## config.mk

```make
export PLATFORM = sky130hd
export DESIGN_NAME = rlm_datapath
export DESIGN_NICKNAME = d
export VERILOG_FILES = /design/src/rtl/rlm_pkg.sv /design/src/rtl/rlm_datapath.sv
export SDC_FILE = /design/constraint.sdc
export NUM_CORES = 2
export LEC_CHECK = 0
export BUFFER_PORTS_ARGS = -buffer_cell sky130_fd_sc_hd__buf_2
export CAP_MARGIN = 20
export CELL_PAD_IN_SITES_DETAIL_PLACEMENT = 1
export CELL_PAD_IN_SITES_GLOBAL_PLACEMENT = 1
export CORE_MARGIN = 1
export CORE_UTILIZATION = 57
export DETAILED_ROUTE_END_ITERATION = 8
export GPL_ROUTABILITY_DRIVEN = 0
export GPL_TIMING_DRIVEN = 1
export PLACE_DENSITY_LB_ADDON = 0.1
export SYNTH_ARGS = -nofsm -noshare
export SYNTH_HDL_FRONTEND = slang
export SYNTH_MEMORY_MAX_BITS = 65536
export SYNTH_SLANG_ARGS = --single-unit
export TNS_END_PERCENT = 5
```

## constraint.sdc

```tcl
create_clock -name clk -period 8.4 [get_ports clk]
set_input_delay 1.68 -clock clk [delete_from_list [all_inputs] [get_ports clk]]
set_output_delay 1.68 -clock clk [all_outputs]
set_load 0.1 [all_outputs]
```

## src/rtl/rlm_pkg.sv

```systemverilog
// Shared constants, operation and status codes, and controller interface types.
package rlm_pkg;
	localparam int MAX_TXNS = 32;
	localparam int TXN_W = 5;
	localparam int LOCK_ENTRIES = 64;
	localparam int ENT_W = 6;
	localparam int CHAIN_LIMIT = 100;
	localparam int STEP_W = 7;
	localparam int KEY_W = 39;

	localparam logic [2:0] OP_BEGIN = 3'd0;
	localparam logic [2:0] OP_IS_ACTIVE = 3'd1;
	localparam logic [2:0] OP_ACQ_SH = 3'd2;
	localparam logic [2:0] OP_ACQ_EX = 3'd3;
	localparam logic [2:0] OP_REG_WAIT = 3'd4;
	localparam logic [2:0] OP_COMMIT = 3'd5;
	localparam logic [2:0] OP_ABORT = 3'd6;

	localparam logic [2:0] ST_OK = 3'd0;
	localparam logic [2:0] ST_CONFLICT = 3'd1;
	localparam logic [2:0] ST_DEADLOCK = 3'd2;
	localparam logic [2:0] ST_FULL = 3'd3;
	localparam logic [2:0] ST_IN_USE = 3'd4;

	typedef struct packed {
		logic load;
		logic rd;
		logic decide;
		logic walk;
		logic finish;
	} rlm_cmd_t;

	typedef struct packed {
		logic idx_last;
		logic need_walk;
		logic walk_done;
		logic out_busy;
	} rlm_stat_t;

	typedef struct packed {
		logic [KEY_W-1:0] key;
		logic [MAX_TXNS-1:0] holders;
		logic excl;
	} rlm_entry_t;
endpackage

```

## src/rtl/rlm_datapath.sv

```systemverilog
// Lock table, waits-for table, transaction state and result register.
module rlm_datapath import rlm_pkg::*; (
	input logic clk,
	input logic arst_n,
	input rlm_cmd_t cmd,
	output rlm_stat_t stat,
	input logic [2:0] operation,
	input logic [TXN_W-1:0] txn_id,
	input logic [7:0] table_id,
	input logic [30:0] row_id,
	input logic [TXN_W-1:0] wait_target_in,
	output logic out_valid,
	input logic out_stall,
	output logic [2:0] status,
	output logic [TXN_W-1:0] txn_out,
	output logic [TXN_W-1:0] blocker_out,
	output logic active_flag
);
	rlm_entry_t mem [LOCK_ENTRIES];
	logic [LOCK_ENTRIES-1:0] ent_valid_q;
	logic [MAX_TXNS-1:0] wait_vld_q;
	logic [TXN_W-1:0] wait_tgt [MAX_TXNS];
	logic [MAX_TXNS-1:0] active_q;
	logic [TXN_W-1:0] next_id_q;

	logic [2:0] op_q;
	logic [TXN_W-1:0] txn_q, wt_q, cur_q;
	logic [KEY_W-1:0] key_q;
	logic [ENT_W-1:0] idx_q, rd_idx_s1, hit_idx_q, free_idx_q;
	logic rd_vld_s1;
	rlm_entry_t rd_s1;
	logic hit_q, free_q, hit_excl_q;
	logic [MAX_TXNS-1:0] hit_hold_q;
	logic [STEP_W-1:0] steps_q;
	logic [2:0] res_status_q;
	logic [TXN_W-1:0] res_blk_q;
	logic out_valid_q;

	logic is_acq, is_rel;
	logic [MAX_TXNS-1:0] tbit;
	logic found_all, found_oth;
	logic [TXN_W-1:0] low_all, low_oth;
	logic wr_en;
	logic [ENT_W-1:0] wr_idx;
	rlm_entry_t wr_data;
	logic set_valid, clr_valid;
	logic dec_wait;
	logic [TXN_W-1:0] dec_blk;
	logic [2:0] dec_status;
	logic [MAX_TXNS-1:0] rel_hold;
	logic walk_dead, walk_end;
	logic [TXN_W-1:0] walk_nxt;

	function automatic logic [TXN_W:0] lowest(input logic [MAX_TXNS-1:0] m);
		logic [TXN_W:0] r;
		r = '0;
		for (int h = MAX_TXNS - 1; h >= 0; h--) begin
			if (m[h]) r = {1'b1, TXN_W'(h)};
		end
		return r;
	endfunction

	assign is_acq = (op_q == OP_ACQ_SH) || (op_q == OP_ACQ_EX);
	assign is_rel = (op_q == OP_COMMIT) || (op_q == OP_ABORT);
	assign tbit = MAX_TXNS'(1) << txn_q;
	assign {found_all, low_all} = lowest(hit_hold_q);
	assign {found_oth, low_oth} = lowest(hit_hold_q & ~tbit);
	assign rel_hold = rd_s1.holders & ~tbit;

	always_comb begin
		dec_wait = 1'b0;
		dec_blk = '0;
		dec_status = ST_OK;
		wr_en = 1'b0;
		wr_idx = hit_idx_q;
		wr_data = '{key: key_q, holders: hit_hold_q, excl: hit_excl_q};
		set_valid = 1'b0;
		clr_valid = 1'b0;
		if (cmd.decide) begin
			if (!hit_q) begin
				if (!free_q) begin
					dec_status = ST_FULL;
				end else begin
					wr_en = 1'b1;
					set_valid = 1'b1;
					wr_idx = free_idx_q;
					wr_data = '{key: key_q, holders: tbit, excl: (op_q == OP_ACQ_EX)};
				end
			end else if (op_q == OP_ACQ_SH) begin
				if (!hit_excl_q) begin
					wr_en = 1'b1;
					wr_data.holders = hit_hold_q | tbit;
				end else if (found_all && low_all != txn_q) begin
					dec_wait = 1'b1;
					dec_blk = low_all;
				end
			end else begin
				if (hit_hold_q == tbit) begin
					wr_en = 1'b1;
					wr_data.excl = 1'b1;
				end else if (found_oth) begin
					dec_wait = 1'b1;
					dec_blk = low_oth;
				end
			end
		end else if (rd_vld_s1 && is_rel && ent_valid_q[rd_idx_s1]) begin
			wr_en = 1'b1;
			wr_idx = rd_idx_s1;
			wr_data = '{key: rd_s1.key, holders: rel_hold, excl: rd_s1.excl};
			clr_valid = (rel_hold == '0);
		end
	end

	assign walk_nxt = wait_tgt[cur_q];
	assign walk_dead = wait_vld_q[cur_q] && (walk_nxt == txn_q);
	assign walk_end = !wait_vld_q[cur_q] || walk_dead
		|| (steps_q == STEP_W'(CHAIN_LIMIT - 1));

	assign stat.idx_last = (idx_q == ENT_W'(LOCK_ENTRIES - 1));
	assign stat.need_walk = dec_wait;
	assign stat.walk_done = walk_end;
	assign stat.out_busy = out_valid_q && out_stall;

	always_ff @(posedge clk) begin
		if (wr_en) mem[wr_idx] <= wr_data;
		if (cmd.rd) rd_s1 <= mem[idx_q];
	end

	always_ff @(posedge clk) begin
		if (cmd.decide && dec_wait) wait_tgt[txn_q] <= dec_blk;
		else if (cmd.finish && op_q == OP_REG_WAIT) wait_tgt[txn_q] <= wt_q;
	end

	always_ff @(posedge clk) begin
		if (cmd.load) begin
			op_q <= operation;
			txn_q <= txn_id;
			wt_q <= wait_target_in;
			key_q <= {table_id, row_id};
		end
		rd_idx_s1 <= idx_q;
		if (rd_vld_s1 && is_acq && !hit_q && ent_valid_q[rd_idx_s1]
				&& rd_s1.key == key_q) begin
			hit_idx_q <= rd_idx_s1;
			hit_hold_q <= rd_s1.holders;
			hit_excl_q <= rd_s1.excl;
		end
		if (rd_vld_s1 && !free_q && !ent_valid_q[rd_idx_s1]) free_idx_q <= rd_idx_s1;
		if (cmd.decide) begin
			cur_q <= txn_q;
			res_blk_q <= dec_blk;
		end else if (cmd.walk) begin
			cur_q <= walk_nxt;
		end
		if (cmd.finish) begin
			txn_out <= (op_q == OP_BEGIN) ? next_id_q : '0;
			blocker_out <= is_acq ? res_blk_q : '0;
			active_flag <= (op_q == OP_IS_ACTIVE) && active_q[txn_q];
			if (op_q == OP_BEGIN) status <= active_q[next_id_q] ? ST_IN_USE : ST_OK;
			else status <= is_acq ? res_status_q : ST_OK;
		end
	end

	always_ff @(posedge clk or negedge arst_n) begin
		if (!arst_n) begin
			ent_valid_q <= '0;
			wait_vld_q <= '0;
			active_q <= '0;
			next_id_q <= '0;
			idx_q <= '0;
			rd_vld_s1 <= 1'b0;
			hit_q <= 1'b0;
			free_q <= 1'b0;
			steps_q <= '0;
			res_status_q <= ST_OK;
			out_valid_q <= 1'b0;
		end else begin
			rd_vld_s1 <= cmd.rd;
			if (cmd.load) begin
				idx_q <= '0;
				hit_q <= 1'b0;
				free_q <= 1'b0;
			end else if (cmd.rd) begin
				idx_q <= stat.idx_last ? '0 : idx_q + 1'b1;
			end
			if (rd_vld_s1 && is_acq && ent_valid_q[rd_idx_s1] && rd_s1.key == key_q)
				hit_q <= 1'b1;
			if (rd_vld_s1 && !ent_valid_q[rd_idx_s1]) free_q <= 1'b1;
			if (set_valid) ent_valid_q[wr_idx] <= 1'b1;
			if (clr_valid) ent_valid_q[wr_idx] <= 1'b0;
			if (cmd.decide) begin
				res_status_q <= dec_status;
				steps_q <= '0;
				if (dec_wait) wait_vld_q[txn_q] <= 1'b1;
			end
			if (cmd.walk) begin
				steps_q <= steps_q + 1'b1;
				if (walk_end) res_status_q <= walk_dead ? ST_DEADLOCK : ST_CONFLICT;
				if (walk_dead) wait_vld_q[txn_q] <= 1'b0;
			end
			if (cmd.finish) out_valid_q <= 1'b1;
			else if (out_valid_q && !out_stall) out_valid_q <= 1'b0;
			if (cmd.finish) begin
				case (op_q)
					OP_BEGIN: begin
						next_id_q <= next_id_q + 1'b1;
						active_q[next_id_q] <= 1'b1;
					end
					OP_REG_WAIT: wait_vld_q[txn_q] <= 1'b1;
					OP_COMMIT, OP_ABORT: begin
						wait_vld_q[txn_q] <= 1'b0;
						active_q[txn_q] <= 1'b0;
					end
					default: ;
				endcase
			end
		end
	end

	assign out_valid = out_valid_q;
endmodule

```

== After elaboration in Yosys (flattened, before gate mapping) ==
Memory sizes are Yosys's and may differ from the RTL's. A register that Yosys moved wholly into a read port is not among the register bits.
Index checks and enable logic that the tools add are counted.

* Register bits after elaboration: 280
* Bits in writable memories: 4768
* Bits of input ports: 60
* Word-level logic and storage cells: 262
* Memories kept: 2

* Add/subtract/negate cells: 3
* Order comparisons: 8
* Equal/unequal tests: 12
* Shift operators: 1
* Mux-type cells: 154
* Bitwise logic cells: 15
* Reduce and logical (&&, ||, !) cells: 41

{| class="wikitable"
|+ Memory list
! memory !! words !! width !! rd ports !! clocked after Yosys merged registers in !! write ports !! line !! text
|-
| mem || 64 || 72 || 1 || 1 || 1 || rlm_datapath.sv:19 || <nowiki>rlm_entry_t mem [LOCK_ENTRIES];</nowiki>
|-
| wait_tgt || 32 || 5 || 1 || 1 || 1 || rlm_datapath.sv:22 || <nowiki>logic [TXN_W-1:0] wait_tgt [MAX_TXNS];</nowiki>
|}

{| class="wikitable"
|+ Operators by type and width
! cell !! number
|-
| $mux 6 || 71
|-
| $mux 32 || 7
|-
| $and 32x32->32 || 5
|-
| $mux 72 || 2
|-
| $mux 64 || 2
|-
| $or 32x32->32 || 4
|-
| $pmux 32 s2 || 2
|-
| $mux 33 || 2
|-
| $and 64x64->64 || 1
|-
| $not 32->32 || 2
|-
| $not 64->64 || 1
|-
| $or 64x64->64 || 1
|-
| $mux 5 || 11
|-
| $eq 39x39->1 || 1
|-
| $mux 1 || 39
|-
| $eq 32x32->1 || 1
|-
| $logic_not 32->1 || 1
|-
| $shl 1x5->32 const A || 1
|-
| $logic_and 1x1->1 || 21
|-
| $lt 5x6->1 const B || 3
|-
| $mux 3 || 6
|-
| $bmux 1 s5 || 3
|-
| $lt 6x7->1 const B || 2
|-
| $mux 7 || 2
|-
| other kinds (23) || 43
|}

== Longest topological paths before layout ==
* Depth after elaboration: 48
* Gate-level depth with buffers: 16
* Depth with buffers taken out: 14

== Least setup slack after synthesis ==
OpenSTA, ideal clock, no wires.

* Path type: reg-to-reg
* From: register txn_q[1]
* To: memory mem[15][0] in the netlist's numbering (enable)
* Setup time: 0.503 ns
* Arrival: 6.252 ns
* Slack: 1.645 ns
* Stages on the path, launching flop included: 17
* Buffers on the path: 4
* Path through: edfxtp_1 > clkbuf_1 > buf_1 > nor2_2 > nand2_1 > ha_1 > nor4_1 > nand4_1 > nor2_1 > nor2_1 > a21o_1 > a211oi_1 > or2_2 > clkbuf_1 > buf_2 > nand2_1 > nor2_1

* Longest elaborated chain between the ends: 8

{| class="wikitable"
|+ Ends and longest elaborated chain
! element !! line !! text
|-
| start, declared || rlm_datapath.sv:27 || <nowiki>logic [TXN_W-1:0] txn_q, wt_q, cur_q;</nowiki>
|-
| start signal, assigned || rlm_datapath.sv:137 || <nowiki>txn_q <= txn_id;</nowiki>
|-
| $shl 1x5->32 || rlm_datapath.sv:65 || <nowiki>assign tbit = MAX_TXNS'(1) << txn_q;</nowiki>
|-
| $eq 32x32->1 || rlm_datapath.sv:98 || <nowiki>if (hit_hold_q == tbit) begin</nowiki>
|-
| $mux 1 || rlm_datapath.sv:98 ||
|-
| $mux 1 || rlm_datapath.sv:89 || <nowiki>end else if (op_q == OP_ACQ_SH) begin</nowiki>
|-
| $mux 1 || rlm_datapath.sv:80 || <nowiki>if (!hit_q) begin</nowiki>
|-
| $mux 1 || rlm_datapath.sv:79 || <nowiki>if (cmd.decide) begin</nowiki>
|-
| $mux 1 || rlm_datapath.sv:125 || <nowiki>if (wr_en) mem[wr_idx] <= wr_data;</nowiki>
|-
| $mux 1 (not written as such) || rlm_datapath.sv:125 ||
|-
| end, declared || rlm_datapath.sv:19 ||
|}

Every way passes these cells.

==> summary.txt <==
port bufs -> 78
CP dominant cell by count -> nor2_1
post-DR vias/cell -> 6.97
Setup TNS -> 0 ps
setup bufs post-CTS -> 0
WP data required -> 6720 ps
cell area after synthesis -> 0.200 mm^2
critical path endpoint category -> output port
htree depth -> 6
Max clock buf depth -> 4
per-cell routed wire length -> 39.9 um
WP buf/inv -> 3
GR Util All Layers -> 0.318
post-cts gate resize count -> 0
final wirelength -> 558000 um
global-route wire length before repair -> 782000 um
Max Fclk -> 129 MHz
fraction of layout cells with a size suffix above 1 -> 0.313
Post-synth ARST share -> 0.0299
Post-DRT Antenna Nets -> 0
Slew Limit Fails -> 0
Die Wd -> 594 um
grt total ovfl -> 0
Final Skew -> 43.1 ps
sequential area share after synthesis -> 0.767
critical path peak fanout -> 42
CP top delay family -> simple AND/OR/NAND/NOR gates
ys flop type -> edfxtp_1
startpoint types -> register
syn nets -> 8663
number of cells produced by synthesis -> 8533
DP Wirelength -> 321000 um
status -> complete, no violations
fin nets -> 9140
Remaining DRCs -> 0
Unique masters post-synth -> 86
Root Driver -> clkbuf_16
largest net degree at the start of global routing -> 142
Pleak -> 69.1 nW
relative slew slack -> 0.180
CTS Buf Count -> 530
DP Worst Slack -> 1760 ps
worst-margin pin slew -> 1230 ps
vias -> 97600
Period Utilization, post-route -> 0.921
syn_area_per_cell -> 23.4 um^2
CTS Sinks -> 5125
crit path cell chain -> nor2b_1 -> nand2_1 -> ha_1 -> nor4_1 -> nand4_1 -> nor2_1 -> nor2_1 -> o21ai_0 -> nor2_1 -> nor2_4 -> buf_4 -> inv_1 -> buf_2
CTS tree -> yes
CTS clock-pin slew for the worst setup and hold paths -> 60 ps
core area -> 0.347 mm^2
WP data arrival -> 6050 ps
antenna violations before repair -> 30
Post-synth EDFFs -> 4961
RSZ-0062 raised after global routing -> false
CP peak stage delay -> 950 ps
final setup fails -> 0
Row Count -> 216
number of global-route vias before repair -> 100000
Slowest-stage cell, CP -> edfxtp_1
final hold vios -> 0
Syn-to-layout area delta -> 12.8%
I/O Pins -> 79
total of max-cap violations -> 0
largest vdd supply drop -> 0.225 mV
Starting Density -> 0.575
Die Y -> 594 um
PnR worst setup slack -> 666 ps
yosys warns -> 0
worst skew pair latency -> 1050 ps
Crit Path Class -> reg -> out
die area -> 0.352 mm^2
Initial DRC Count -> 13400
min Tclk post-route -> 7730 ps
Post-CTS Hold Fix Bufs -> 0
#FFs+latches synth -> 5125
TritonRoute pass-1 iters -> 5
type of the most critical hold path -> reg -> reg
PD cells -> 255 mW/mm^2
==> cell families (layout without fill, tap and decap cells) <==
logic type                 after synthesis  in the layout  share of synthesized area
AOI/OAI and AO/OA                      518            518                     0.0176
xor gates and xnor gates                53             53                    0.00233
adders and majority gates               70             70                    0.00439
buffers and inverters                  490           1376                    0.00971
DFF                                   5125           5125                      0.767
muxes                                 1683           1683                      0.185
other                                    0             10                          0
and+or+nand+nor                        594            594                     0.0145
==> routing by layer <==
metal,part of all wire,track usage
met2,0.48,0.505
met5,0.000041,0
met3,0.098,0.0590
met4,0.033,0.0957
met1,0.39,0.458
==> sequential cells by signal, summed over array words and instances (netlist names), 6 cells and up, named ones only <==
register and cells:
ent_valid_q 64, wait_vld_q 32, hit_idx_q 6, free_idx_q 6
wait_tgt 160, key_q 39, mem 4608, hit_hold_q 32
rd_s1 72, idx_q 6, steps_q 7, active_q 32
rd_idx_s1 6
==> worst reg2reg max path, delay by kind of cell, from the launching register on <==
kind | cells | cell delay (ps)
DFF | 1 | 950
and+or+nand+nor | 9 | 4180
AOI/OAI and AO/OA | 2 | 440
adders and majority gates | 1 | 430
buffers and inverters | 1 | 550
==> path summary, 6_finish.rpt <==
path / cells after the start / endpoint / startpoint / slack (ps)
max in group asynchronous: 2 / idx_q[3]$_DFFE_PN0P_ / arst_n / 6030
hold reg to reg: 0 / hit_hold_q[15]$_DFFE_PP_ / rd_s1[16]$_DFFE_PP_ / 460
hold / removal: 0 / hit_hold_q[15]$_DFFE_PP_ / rd_s1[16]$_DFFE_PP_ / 460
setup reg to reg: 13 / mem[47][67]$_DFFE_PP_ / txn_q[1]$_DFFE_PP_ / 1440
min in group asynchronous: 1 / next_id_q[4]$_DFFE_PN0P_ / arst_n / 670
setup / recovery: 13 / stat[2] / txn_q[1]$_DFFE_PP_ / 670
==> synth_stat cells, types with 14 or more instances <==
cell / n / area, um^2
mux4_2: 1592 / 35900
nor2b_1: 16 / 100
and2_1: 19 / 119
a21oi_1: 199 / 996
o2bb2a_4: 14 / 280
o21ai_1: 16 / 80.1
ha_1: 70 / 876
nand4_1: 29 / 181
and3_1: 15 / 93.8
o21ai_0: 96 / 480
a211oi_1: 25 / 188
buf_2: 15 / 75.1
mux2i_1: 36 / 360
nor3_1: 19 / 95.1
xnor2_1: 46 / 403
dfrtp_1: 153 / 3830
mux2_2: 55 / 619
nor2_1: 163 / 612
a221oi_1: 18 / 158
inv_1: 48 / 180
buf_1: 116 / 435
nand2_1: 222 / 833
clkbuf_1: 292 / 1100
nand3_1: 24 / 120
a22oi_1: 27 / 203
edfxtp_1: 4961 / 149000
nor4_1: 24 / 150
a22o_1: 19 / 166
==> metrics by stage <==
step | instance area [um^2] | hold WS, ps | util | total power, mW | cells
finish | 225000 | 462 | 0.648 | 57.4 | 14000
global route | 225000 | 472 | 0.648 | 58.7 | 14000
detailed placement | 208000 | 474 | 0.599 | 35.1 | 13000
global placement | 208000 | 471 | 0.598 | 34.9 | 13000
floorplan | 200000 | 345 | - | 33.1 | 8533
CTS | 225000 | 467 | 0.647 | 57.6 | 14000
==> area by class of cell <==
cell class	instances	area (um^2)
fill	26700	122000
clock buffer	652	14200
timing repair buffer	384	3890
clock inverter	289	2460
multi-input combinational	2918	45600
tap	4578	5730
sequential	5125	153000
antenna	10	25.0
inverter	51	191
==> power breakdown <==
group | total (mW) | switching, mW | internal [mW]
clock | 22.8 | 9.76 | 13.0
combinational | 5.19 | 3.21 | 1.98
sequential | 29.4 | 0.420 | 29.0
==> cells in the final DEF (no fill, tap or decap), drive strengths merged, types with 6 or more instances in the layout <==
cell	n
edfxtp	4961
mux4	1592
clkbuf	652
buf	384
nand2	226
clkinv	224
a21oi	210
nor2	166
dfrtp	153
o21ai	112
ha	70
inv	66
mux2	55
xnor2	46
mux2i	36
bufinv	32
nor4	32
nand4	30
nor3	30
a22oi	27
a211oi	25
nand3	25
and2	20
a221oi	20
a22o	19
clkinvlp	18
o2bb2a	18
nor2b	16
and3	15
nand2b	12
o31ai	11
dfxtp	11
diode	10
or4	9
a2bb2oi	8
a31o	8
xor2	7
a31oi	7
a32o	6
Note: power is estimated with default switching activity, not from simulation.
