===== src/rtl/rlm_pkg.sv =====
// Shared constants, operation and status codes, and controller interface types.
package rlm_pkg;
	localparam int MAX_TXNS = 32;
	localparam int TXN_W = 5;
	localparam int LOCK_ENTRIES = 64;
	localparam int ENT_W = 6;
	localparam int CHAIN_LIMIT = 100;
	localparam int STEP_W = 7;
	localparam int KEY_W = 39;

	localparam logic [2:0] OP_BEGIN = 3'd0;
	localparam logic [2:0] OP_IS_ACTIVE = 3'd1;
	localparam logic [2:0] OP_ACQ_SH = 3'd2;
	localparam logic [2:0] OP_ACQ_EX = 3'd3;
	localparam logic [2:0] OP_REG_WAIT = 3'd4;
	localparam logic [2:0] OP_COMMIT = 3'd5;
	localparam logic [2:0] OP_ABORT = 3'd6;

	localparam logic [2:0] ST_OK = 3'd0;
	localparam logic [2:0] ST_CONFLICT = 3'd1;
	localparam logic [2:0] ST_DEADLOCK = 3'd2;
	localparam logic [2:0] ST_FULL = 3'd3;
	localparam logic [2:0] ST_IN_USE = 3'd4;

	typedef struct packed {
		logic load;
		logic rd;
		logic decide;
		logic walk;
		logic finish;
	} rlm_cmd_t;

	typedef struct packed {
		logic idx_last;
		logic need_walk;
		logic walk_done;
		logic out_busy;
	} rlm_stat_t;

	typedef struct packed {
		logic [KEY_W-1:0] key;
		logic [MAX_TXNS-1:0] holders;
		logic excl;
	} rlm_entry_t;
endpackage


===== src/rtl/rlm_ctrl.sv =====
// Sequencing state machine for the lock manager.
module rlm_ctrl import rlm_pkg::*; (
	input logic clk,
	input logic arst_n,
	input logic in_valid,
	input logic [2:0] operation,
	output logic in_stall,
	output rlm_cmd_t cmd,
	input rlm_stat_t stat
);
	localparam logic [2:0] S_IDLE = 3'd0;
	localparam logic [2:0] S_SCAN = 3'd1;
	localparam logic [2:0] S_SCAN_END = 3'd2;
	localparam logic [2:0] S_DECIDE = 3'd3;
	localparam logic [2:0] S_WALK = 3'd4;
	localparam logic [2:0] S_REL = 3'd5;
	localparam logic [2:0] S_REL_END = 3'd6;
	localparam logic [2:0] S_FIN = 3'd7;

	logic [2:0] state_q, state_d;

	assign in_stall = (state_q != S_IDLE);

	always_comb begin
		state_d = state_q;
		cmd = '0;
		case (state_q)
			S_IDLE: begin
				if (in_valid) begin
					cmd.load = 1'b1;
					case (operation) inside
						OP_ACQ_SH, OP_ACQ_EX: state_d = S_SCAN;
						OP_COMMIT, OP_ABORT: state_d = S_REL;
						default: state_d = S_FIN;
					endcase
				end
			end
			S_SCAN: begin
				cmd.rd = 1'b1;
				if (stat.idx_last) state_d = S_SCAN_END;
			end
			S_SCAN_END: state_d = S_DECIDE;
			S_DECIDE: begin
				cmd.decide = 1'b1;
				state_d = stat.need_walk ? S_WALK : S_FIN;
			end
			S_WALK: begin
				cmd.walk = 1'b1;
				if (stat.walk_done) state_d = S_FIN;
			end
			S_REL: begin
				cmd.rd = 1'b1;
				if (stat.idx_last) state_d = S_REL_END;
			end
			S_REL_END: state_d = S_FIN;
			S_FIN: begin
				if (!stat.out_busy) begin
					cmd.finish = 1'b1;
					state_d = S_IDLE;
				end
			end
			default: state_d = S_IDLE;
		endcase
	end

	always_ff @(posedge clk or negedge arst_n) begin
		if (!arst_n) state_q <= S_IDLE;
		else state_q <= state_d;
	end
endmodule


===== config.mk =====
export PLATFORM = sky130hd
export DESIGN_NAME = rlm_ctrl
export DESIGN_NICKNAME = d
export VERILOG_FILES = /design/src/rtl/rlm_pkg.sv /design/src/rtl/rlm_ctrl.sv
export SDC_FILE = /design/constraint.sdc
export NUM_CORES = 1
export LEC_CHECK = 0
export BUFFER_PORTS_ARGS = -buffer_cell sky130_fd_sc_hd__buf_2
export CAP_MARGIN = 15
export CORE_AREA = 2 2 39 41
export CTS_CLUSTER_SIZE = 28
export DETAILED_ROUTE_END_ITERATION = 10
export DIE_AREA = 0 0 41 43
export MAX_ROUTING_LAYER = met4
export PLACE_DENSITY_LB_ADDON = 0.05
export SLEW_MARGIN = 10
export SYNTH_ARGS = -nofsm -noshare
export SYNTH_HDL_FRONTEND = slang
export SYNTH_SLANG_ARGS = --single-unit

===== constraint.sdc =====
create_clock -name clk -period 3.3 [get_ports clk]
set_clock_uncertainty 0.05 [all_clocks]
set_input_delay 0.33 -clock clk [delete_from_list [all_inputs] [get_ports clk]]
set_output_delay 0.33 -clock clk [all_outputs]
set_load 0.05 [all_outputs]

* Yosys cells after proc, flatten, opt, wreduce, memory -nomap -nowiden
Index checks and enable logic that the tools add are counted.
** Cells by class
- Add/subtract/negate cells :: 0
- $mul :: 0
- Divide/modulo/power cells :: 0
- $lt $le $gt $ge :: 0
- Equal/unequal tests :: 16
- Shift operators :: 0
- Multiplexer cells :: 16
- Bitwise operators :: 0
- Reduce and logical (&&, ||, !) cells :: 6
** Operators with widths (count)
- 3-bit case mux with 8 select lines :: 1
- 3-bit == test (second input constant) :: 6
- 3-bit two-way mux :: 6
- 3-bit by 2-bit == test with 1-bit output (second input constant) :: 4
- 2-bit inequality test (second input constant) :: 5
- 1-bit two-way mux :: 7
- 2-bit OR reduction :: 3
- 5-bit AND reduction :: 1
- 2-bit two-way mux :: 2
- 3-bit by 1-bit == test with 1-bit output (second input constant) :: 1
- 3-bit logical NOT :: 1
- 3-bit nonzero test :: 1
** Word-level totals
- Register bits :: 3
- Latch bits :: 0
- Memory bits (writable) :: 0
- Bits in read-only memories :: 0
- Input bits :: 10
- Logic and storage cells :: 39
- Memories :: 0

* Logic depth before layout (Yosys ltp)
Gate-level depths: netlist of the first run.
- Depth after elaboration :: 6
- Mapped depth :: 4
- Mapped depth without buffers :: 3

* Least setup slack after synthesis of the first run
No wires, ideal clock.
- Path kind :: register -> output
- Start :: reg state_q[0]
- End :: out cmd[0] (netlist name)
- Data arrival time :: 1.676 ns
- Data required time :: 2.920 ns
- Slack :: 1.244 ns
- Stages on the path, launching flop included :: 4
- Path through :: dfrtp_1 > buf_4 > nand2_1 > nor3b_1
** RTL lines
- from (decl) :: RTL line rlm_ctrl.sv:20 : logic [2:0] state_q, state_d;
- from (signal assigned) :: RTL line rlm_ctrl.sv:68 : else state_q <= state_d;
- to (decl) :: RTL line rlm_ctrl.sv:8 : output rlm_cmd_t cmd,

==> out/summary.txt, run 1 <==
vias in the first global route: 274
initial antenna violation count: 0
fin nets: 58
syn avg cell area: 8.672 µm²
Yosys top cell area share: 29.85%
CTS resizes: 0
reg2reg start: state_q[2]$_DFFE_PN0P_
root buf cell: clkbuf_4
Unique masters post-synth: 20
Worst Tran Pin Value: 0.4098 ns
r2r worst-path depth: 3
drt pass-1 iters: 4
Syn-to-layout area delta: 44.78%
Worst-path clk slew: 0.04 ns
fmax: 530.7 MHz
grt ovf: 0
Iter 0 DRT Violations: 7
DIE HEIGHT: 43 µm
Worst Hold Class: in2async
Post-Synthesis Cells: 29
unrepaired setup endpoints after global routing: no
Clk Latency, worst-skew pair: 0.23 ns
Filler cells: 162
Fin Hold WS: 0.3721 ns
maximum VDD drop: 207.3 µV
Port Buffers: 15
Top FF cell, synth: dfrtp_1
post-route setup TNS: 0 ns
critical-path maximum fanout: 9
Max Cap Viol: 0
postcts setup bufs: 0
min Tclk post-route: 1.884 ns
H-Tree Depth: 1
Slew Limit Fails: 0
HPWL after DPL: 492.2 µm
Largest regs: state_q: 3 flops
CP required: 2.92 ns
RR Endpoint: state_q[0]$_DFFE_PN0P_
final setup vio count: 0
CP arrival: 1.50 ns
Largest Register: state_q
num rows: 14
routability cong.: 0.6550
Cell Area, Synth: 251.5 µm²
Power Dens Cells: 936.5 mW/mm²
relative slew slack: 72.52%
status: complete, no violations
Synth area leader: dfrtp_1
CP Capture Type: output pin
Antenna Nets Post-Route: 0
CP Launch Type: register
die area: 0.001763 mm²
Longest Clk Path Bufs: 2
final hold viol count: 0
sequential cell area fraction in the yosys report: 29.85%
synthesized flop and latch total: 3
hold_buf cts: 1
Synth async-reset ratio: 100.0%
Final Cycle Share: 57.10%
IO Pins: 16
Post-Syn Nets: 39
synth warn: 0
Setup CP Type: reg2out
WL/cell: 10.40 µm
share of cells above drive strength 1: 42.55%
largest net degree at the start of global routing: 11
core area: 0.001384 mm²
max reg flops: 3
Residual DRC: 0
ant diodes: 0
P_leak: 0.0001754 µW
Starting Density: 18.17%
EDFF count, synth: 0
Vias/cell: 4.492
Die Wd: 41 µm
CTS sink count: 3
synth top area cells: dfrtp_1, a221oi_2, mux2_4
CTS tree: done
number of buffers created by CTS: 3
R2R Setup Slk: 2.00 ns
Vias: 283
final wirelength: 655 µm
all-layer global routing usage: 10.69%
global-route wire length before repair: 1152 µm
==> kinds of logic after synthesis <==
kind of cell    after synthesis  share of synthesized area [%]
mux                           2                          9.949
compound gates                7                          20.40
flops                         3                          29.85
buf+inv                       4                          10.45
simple gates                 12                          25.87
xor+xnor                      1                          3.483
==> per-layer routing <==
layer	wire length [µm]	part of all wire, %	GRT usage, %
met1	271	41	13.46
met2	312	48	12.81
met3	35	5.3	1.571
met4	35	5.3	12.00
met5	0	0	-
==> cells in the final DEF (no fill, tap or decap), drive strengths merged <==
cell         instances
a211oi               1
a21oi                2
a221oi               1
a311oi               1
and2                 1
buf                 15
clkbuf               4
dfrtp                3
dlygate4sd3          1
inv                  2
mux2                 1
mux2i                1
nand2                3
nand2b               1
nand3b               1
nor2                 2
nor2b                1
nor3                 1
nor3b                2
o21ai                2
xnor2                1
==> worst max path at each step <==
stage | start | end
after floorplan | state_q[0]$_DFFE_PN0P_ | cmd[0]
after global placement | state_q[0]$_DFFE_PN0P_ | cmd[4]
after detailed placement | state_q[0]$_DFFE_PN0P_ | cmd[4]
after CTS | state_q[0]$_DFFE_PN0P_ | cmd[4]
after global routing | state_q[0]$_DFFE_PN0P_ | cmd[4]
final | state_q[0]$_DFFE_PN0P_ | cmd[4]
==> cells in the mapped netlist, drive strengths merged (2+ instances only) <==
master  count
nor2        2
dfrtp       3
inv         2
a21oi       2
nand2       3
nor3b       2
o21ai       2
buf         2
==> area by class of cell <==
type                       count  area [µm²]  share of cell area, %
inverter                       2       7.507                  2.062
timing repair buffer          16       85.08                  23.37
clock buffer                   4       26.28                  7.216
multi-input combinational     22       150.1                  41.24
tap                           16       20.02                  5.498
sequential                     3       75.07                  20.62
==> power by group <==
part	switching, µW	internal (µW)
logic	121	61.2
registers	39.8	54.2
clock network	19.2	45.3
total	180	161
==> critical path, cell delays in order, from the launching register on <==
cell and delay (ns):
dfrtp_1 0.46, nor3_1 0.38, and2_1 0.18, buf_2 0.25
==> per-stage QoR <==
stage	util (%)	total power [µW]	cell area [µm²]	setup WS, ns	std cells
6_report	26.31	341.0	364.1	1.416	63
5_1_grt	26.31	371.9	364.1	1.255	63
4_1_cts	26.31	346.3	364.1	1.388	63
3_5_place_dp	23.69	277.9	327.8	1.646	58
3_3_place_gp	23.69	277.9	327.8	1.693	58
2_1_floorplan	-	248.7	251.5	1.244	29
No activity file was read; power rests on OpenSTA's default activity.
==> run 2, diff against run 1 <==
clock period = 1.8 ns   (was 3.3 ns; I/O delays follow)
==> run 2 against run 1 <==
  * Via count shrank 4.2%
  * Sequential share of layout area shrank 0.95 points
  * Combinational power grew 92%
  * Total power grew 88%
  * Global-route usage shrank 1.1 points
  * Critical path depth is the same
  * Critical endpoint unchanged
  * Largest cell class unchanged
==> out/summary.txt, run 2 (same netlist as run 1, synthesis figures left out) <==
Vias: 271
Critical Path Sink: cmd[4]
CP Launch Type: register
leading cell type in the layout, fill and taps excluded: buf_2
Die Wd: 41 µm
num rows: 14
Largest Register: state_q
Largest regs: state_q: 3 flops
DIE HEIGHT: 43 µm
IO Pins: 16
cell-internal power: 303.9 µW
fin nets: 59
Syn-to-layout area delta: 51.74%
Crit path max-delay family: flip-flops
H-Tree Depth: 1
ant diodes: 0
die area: 0.001763 mm²
all-layer global routing usage: 9.568%
Worst Tran Pin Value: 0.3983 ns
HPWL after DPL: 537.7 µm
Power Dens Cells: 1680 mW/mm²
CTS sink count: 3
CP cell instances: nor3_1 -> and2_1 -> buf_2
RR Endpoint: state_q[0]$_DFFE_PN0P_
maximum VDD drop: 327.6 µV
Clk Latency, worst-skew pair: 0.23 ns
Longest Clk Path Bufs: 2
share of cells above drive strength 1: 47.92%
largest net degree at the start of global routing: 11
placed cells: 59
Sw Share: 52.59%
status: complete, no violations
initial antenna violation count: 0
grt ovf: 0
drt pass-1 iters: 2
most frequent cells in the layout: buf_2, nand2_1, clkbuf_4, dfrtp_1
Worst path depth: 3
final hold viol count: 0
Vias/cell: 4.234
Worst-path clk slew: 0.04 ns
R2R Setup Slk: 0.48 ns
post-route setup TNS: 0 ns
Slew Limit Fails: 0
CP bufs+invs: 1
Port Buffers: 15
final setup vio count: 0
post-route insts no fill: 64
Max Cap Viol: 0
WL/cell: 10.34 µm
number of buffers created by CTS: 3
final core utilization: 27.58%
Worst Hold Class: in2reg
CP required: 1.57 ns
postcts setup bufs: 0
Residual DRC: 0
CP arrival: 1.38 ns
r2r worst-path depth: 3
Clk pwr share: 18.3%
vias in the first global route: 284
Critical Path Slowest Stage Cell: dfrtp_1
Sw Pwr: 337.2 µW
slowest cell delay on critical path: 0.47 ns
total power: 641.1 µW
CTS tree: done
Setup CP Type: reg2out
Starting Density: 18.17%
fmax: 620.0 MHz
global-route wire length before repair: 1048 µm
min Tclk post-route: 1.613 ns
root buf cell: clkbuf_4
P_leak: 0.0001847 µW
final wirelength: 662 µm
reg2reg start: state_q[0]$_DFFE_PN0P_
Sequential Power Share: 27.2%
routability cong.: 0.7237
max reg flops: 3
Critical Path Start: state_q[0]$_DFFE_PN0P_
relative slew slack: 73.28%
CP Capture Type: output pin
critical-path maximum fanout: 9
Logic pwr share: 54.5%
Iter 0 DRT Violations: 1
Antenna Nets Post-Route: 0
Final Cycle Share: 89.61%
unrepaired setup endpoints after global routing: no
core area: 0.001384 mm²
==> run 2: cell count changes in the layout (fill, tap and decap cells not counted), sizes merged <==
cell,before,now
buf,15,16
==> run 2: power by group through the flow <==
stage                     clock network (µW)  logic, µW  registers [µW]
after floorplan                            0        346             122
after global placement                     0        350             176
after detailed placement                   0        352             177
after CTS                                124        354             176
after global routing                     127        373             186
final                                    117        349             174
==> run 2: worst reg2reg max path, delay by kind of cell, from the launching register on <==
| family | cells | cell delay [ns] |
|---|---|---|
| AOI/OAI and AO/OA | 2 | 0.48 |
| and+or+nand+nor | 1 | 0.16 |
| DFF | 1 | 0.50 |
==> run 2: how the worst min path moves through the flow <==
stage               startpoint                endpoint  slack [ns]  depth (start not counted)
finish                 stat[3]  state_q[0]$_DFFE_PN0P_        0.21                          4
global route           stat[3]  state_q[0]$_DFFE_PN0P_        0.23                          4
global placement        arst_n  state_q[1]$_DFFE_PN0P_       -0.07                          1
floorplan               arst_n  state_q[0]$_DFFE_PN0P_       -0.17                          0
detailed placement      arst_n  state_q[1]$_DFFE_PN0P_       -0.07                          1
CTS                    stat[3]  state_q[0]$_DFFE_PN0P_        0.21                          4
==> run 2: metal layers <==
| metal | up-vias | wire (µm) | GRT usage, % | part of all wire (%) |
|---|---|---|---|---|
| met5 | - | 0 | - | 0 |
| met4 | 0 | 0 | 10.00 | 0 |
| met3 | 0 | 11 | 1.571 | 1.7 |
| met2 | 5 | 370 | 13.75 | 56 |
| met1 | 127 | 280 | 9.968 | 42 |
| li1 | 139 | - | - | - |
==> run 2: metrics by stage <==
stage	cell area, µm²	worst slack (ns)	hold WS [ns]
after floorplan	261.5	0.3097	-0.1656
final	381.6	0.1871	0.2138
after detailed placement	345.3	0.4221	-0.07357
after CTS	381.6	0.1619	0.2066
after global placement	345.3	0.4512	-0.07347
after global routing	381.6	0.05868	0.2261
==> run 2: timing repair <==
action                                  CTS  global route
endpoints found under the hold margin     3             0
gates resized for setup                   0             0
hold buffers                              1             0
endpoints found under the setup margin    0             0
==> run 2: layout make-up <==
class | count | area, µm²
Fill cell | 152 | 1002
Inverter | 2 | 7.507
Sequential cell | 3 | 75.07
Clock buffer | 4 | 26.28
Multi-Input combinational cell | 22 | 160.2
Tap cell | 16 | 20.02
Timing Repair Buffer | 17 | 92.59
==> run 3, diff against run 2 <==
REMOVE_ABC_BUFFERS = 1   (was not set)
==> run 3 against run 2 <==
  * Sequential share of layout area is 0.53 points higher
  * Routed wire length is 1.5% lower
  * Utilization is 0.72 points lower
  * Sequential power fell by 4%
  * Sequential cell count is the same
  * Fmax grew 0.19%
  * Critical path depth is the same
  * Die area unchanged
  * Combinational power decreased by 2%
  * Worst hold slack got worse by 0.0097 ns
  * Total power decreased by 2.4%
  * Critical path type unchanged
  * Critical endpoint unchanged
  * Largest power group unchanged
  * Highest routed layer unchanged
==> out/summary.txt, run 3 (same netlist as run 1, synthesis figures left out) <==
status: complete, no violations
Slew Limit Fails: 0
Worst Hold Class: in2reg
global-route wire length before repair: 1069 µm
Starting Density: 18.17%
root buf cell: clkbuf_4
Max Cap Viol: 0
leading cell type in the layout, fill and taps excluded: buf_2
Placed Area: 335.3 µm²
postcts setup bufs: 0
fin nets: 59
Final Cycle Share: 89.43%
Residual DRC: 0
final hold viol count: 0
CTS tree: done
HPWL after DPL: 521.2 µm
P_leak: 0.0001808 µW
die area: 0.001763 mm²
CP Launch Type: register
fmax: 621.2 MHz
total power: 625.8 µW
Longest Clk Path Bufs: 2
Syn-to-layout area delta: 47.76%
Setup CP Type: reg2out
Power Dens Cells: 1684 mW/mm²
H-Tree Depth: 1
grt ovf: 0
DP Worst Slack: 0.4124 ns
core area: 0.001384 mm²
num rows: 14
CTS resizes: 0
Worst-path clk slew: 0.03 ns
Clk Latency, worst-skew pair: 0.23 ns
Die Wd: 41 µm
IO Pins: 16
share of cells above drive strength 1: 43.75%
CP Capture Type: output pin
unrepaired setup endpoints after global routing: no
DIE HEIGHT: 43 µm
number of buffers created by CTS: 3
final core utilization: 26.85%
largest net degree at the start of global routing: 11
Largest regs: state_q: 3 flops
Iter 0 DRT Violations: 0
Vias/cell: 4.078
Worst Tran Pin Value: 0.4126 ns
relative slew slack: 72.33%
CP required: 1.57 ns
R2R Setup Slk: 0.51 ns
CTS sink count: 3
min Tclk post-route: 1.610 ns
hold_buf cts: 1
maximum VDD drop: 298.5 µV
Largest Register: state_q
Vias: 261
WL/cell: 10.19 µm
reg2reg start: state_q[0]$_DFFE_PN0P_
critical-path maximum fanout: 9
Fin Hold WS: 0.2041 ns
RR Endpoint: state_q[0]$_DFFE_PN0P_
Hold Path Depth: 4
r2r worst-path depth: 3
final setup vio count: 0
initial antenna violation count: 0
Hold Path End: state_q[0]$_DFFE_PN0P_
routability cong.: 0.7112
vias in the first global route: 284
Antenna Nets Post-Route: 0
design area: 371.6 µm²
Port Buffers: 15
CP arrival: 1.38 ns
drt pass-1 iters: 1
final setup margin: 0.1902 ns
final wirelength: 652 µm
most frequent cells in the layout: buf_2, nand2_1, clkbuf_4, dfrtp_1
ant diodes: 0
max reg flops: 3
all-layer global routing usage: 10.07%
hold path startpoint: stat[3]
==> run 3: cell types whose count changed in the layout (fill, tap and decap cells not counted) <==
cell and change:
nor3b_1 +2, nor3b_2 -2
==> run 3: where the power goes <==
group	internal (µW)	switching [µW]
logic	116	225
clock network	83.0	34.6
registers	99.5	67.9
total	299	327
==> run 3: final cells by class <==
class,count,area [µm²]
Tap cell,16,20.02
Multi-Input combinational cell,22,150.1
Sequential cell,3,75.07
Inverter,2,7.507
Clock buffer,4,26.28
Timing Repair Buffer,17,92.59
Fill cell,163,1012
==> run 3: how the worst max path moves through the flow <==
stage,from,end,slack (ns),depth (start not counted)
after floorplan,state_q[0]$_DFFE_PN0P_,cmd[0],-0.14,2
after global placement,state_q[0]$_DFFE_PN0P_,cmd[4],0.46,3
after detailed placement,state_q[0]$_DFFE_PN0P_,cmd[4],0.41,3
after CTS,state_q[0]$_DFFE_PN0P_,cmd[4],0.16,3
after global routing,state_q[0]$_DFFE_PN0P_,cmd[4],0.06,3
final,state_q[0]$_DFFE_PN0P_,cmd[4],0.19,3
==> run 3: through the flow <==
stage	setup TNS [ns]	std cells
5_1_grt	0	64
4_1_cts	0	64
3_5_place_dp	0	59
2_1_floorplan	-0.2175	27
3_3_place_gp	0	59
6_report	0	64
==> run 3: worst max-delay path, stage by stage (launching register included) <==
cell     delay (ns)
dfrtp_1        0.46
nor3_1         0.28
and2_1         0.16
buf_2          0.25
==> run 3: routing by layer <==
layer | wire length (µm) | vias up | part of all wire, % | track usage, %
li1 | - | 140 | - | -
met1 | 272 | 113 | 42 | 10.58
met2 | 352 | 8 | 54 | 13.75
met3 | 28 | 0 | 4.3 | 1.571
met4 | 0 | 0 | 0 | 12.00
met5 | 0 | - | 0 | -
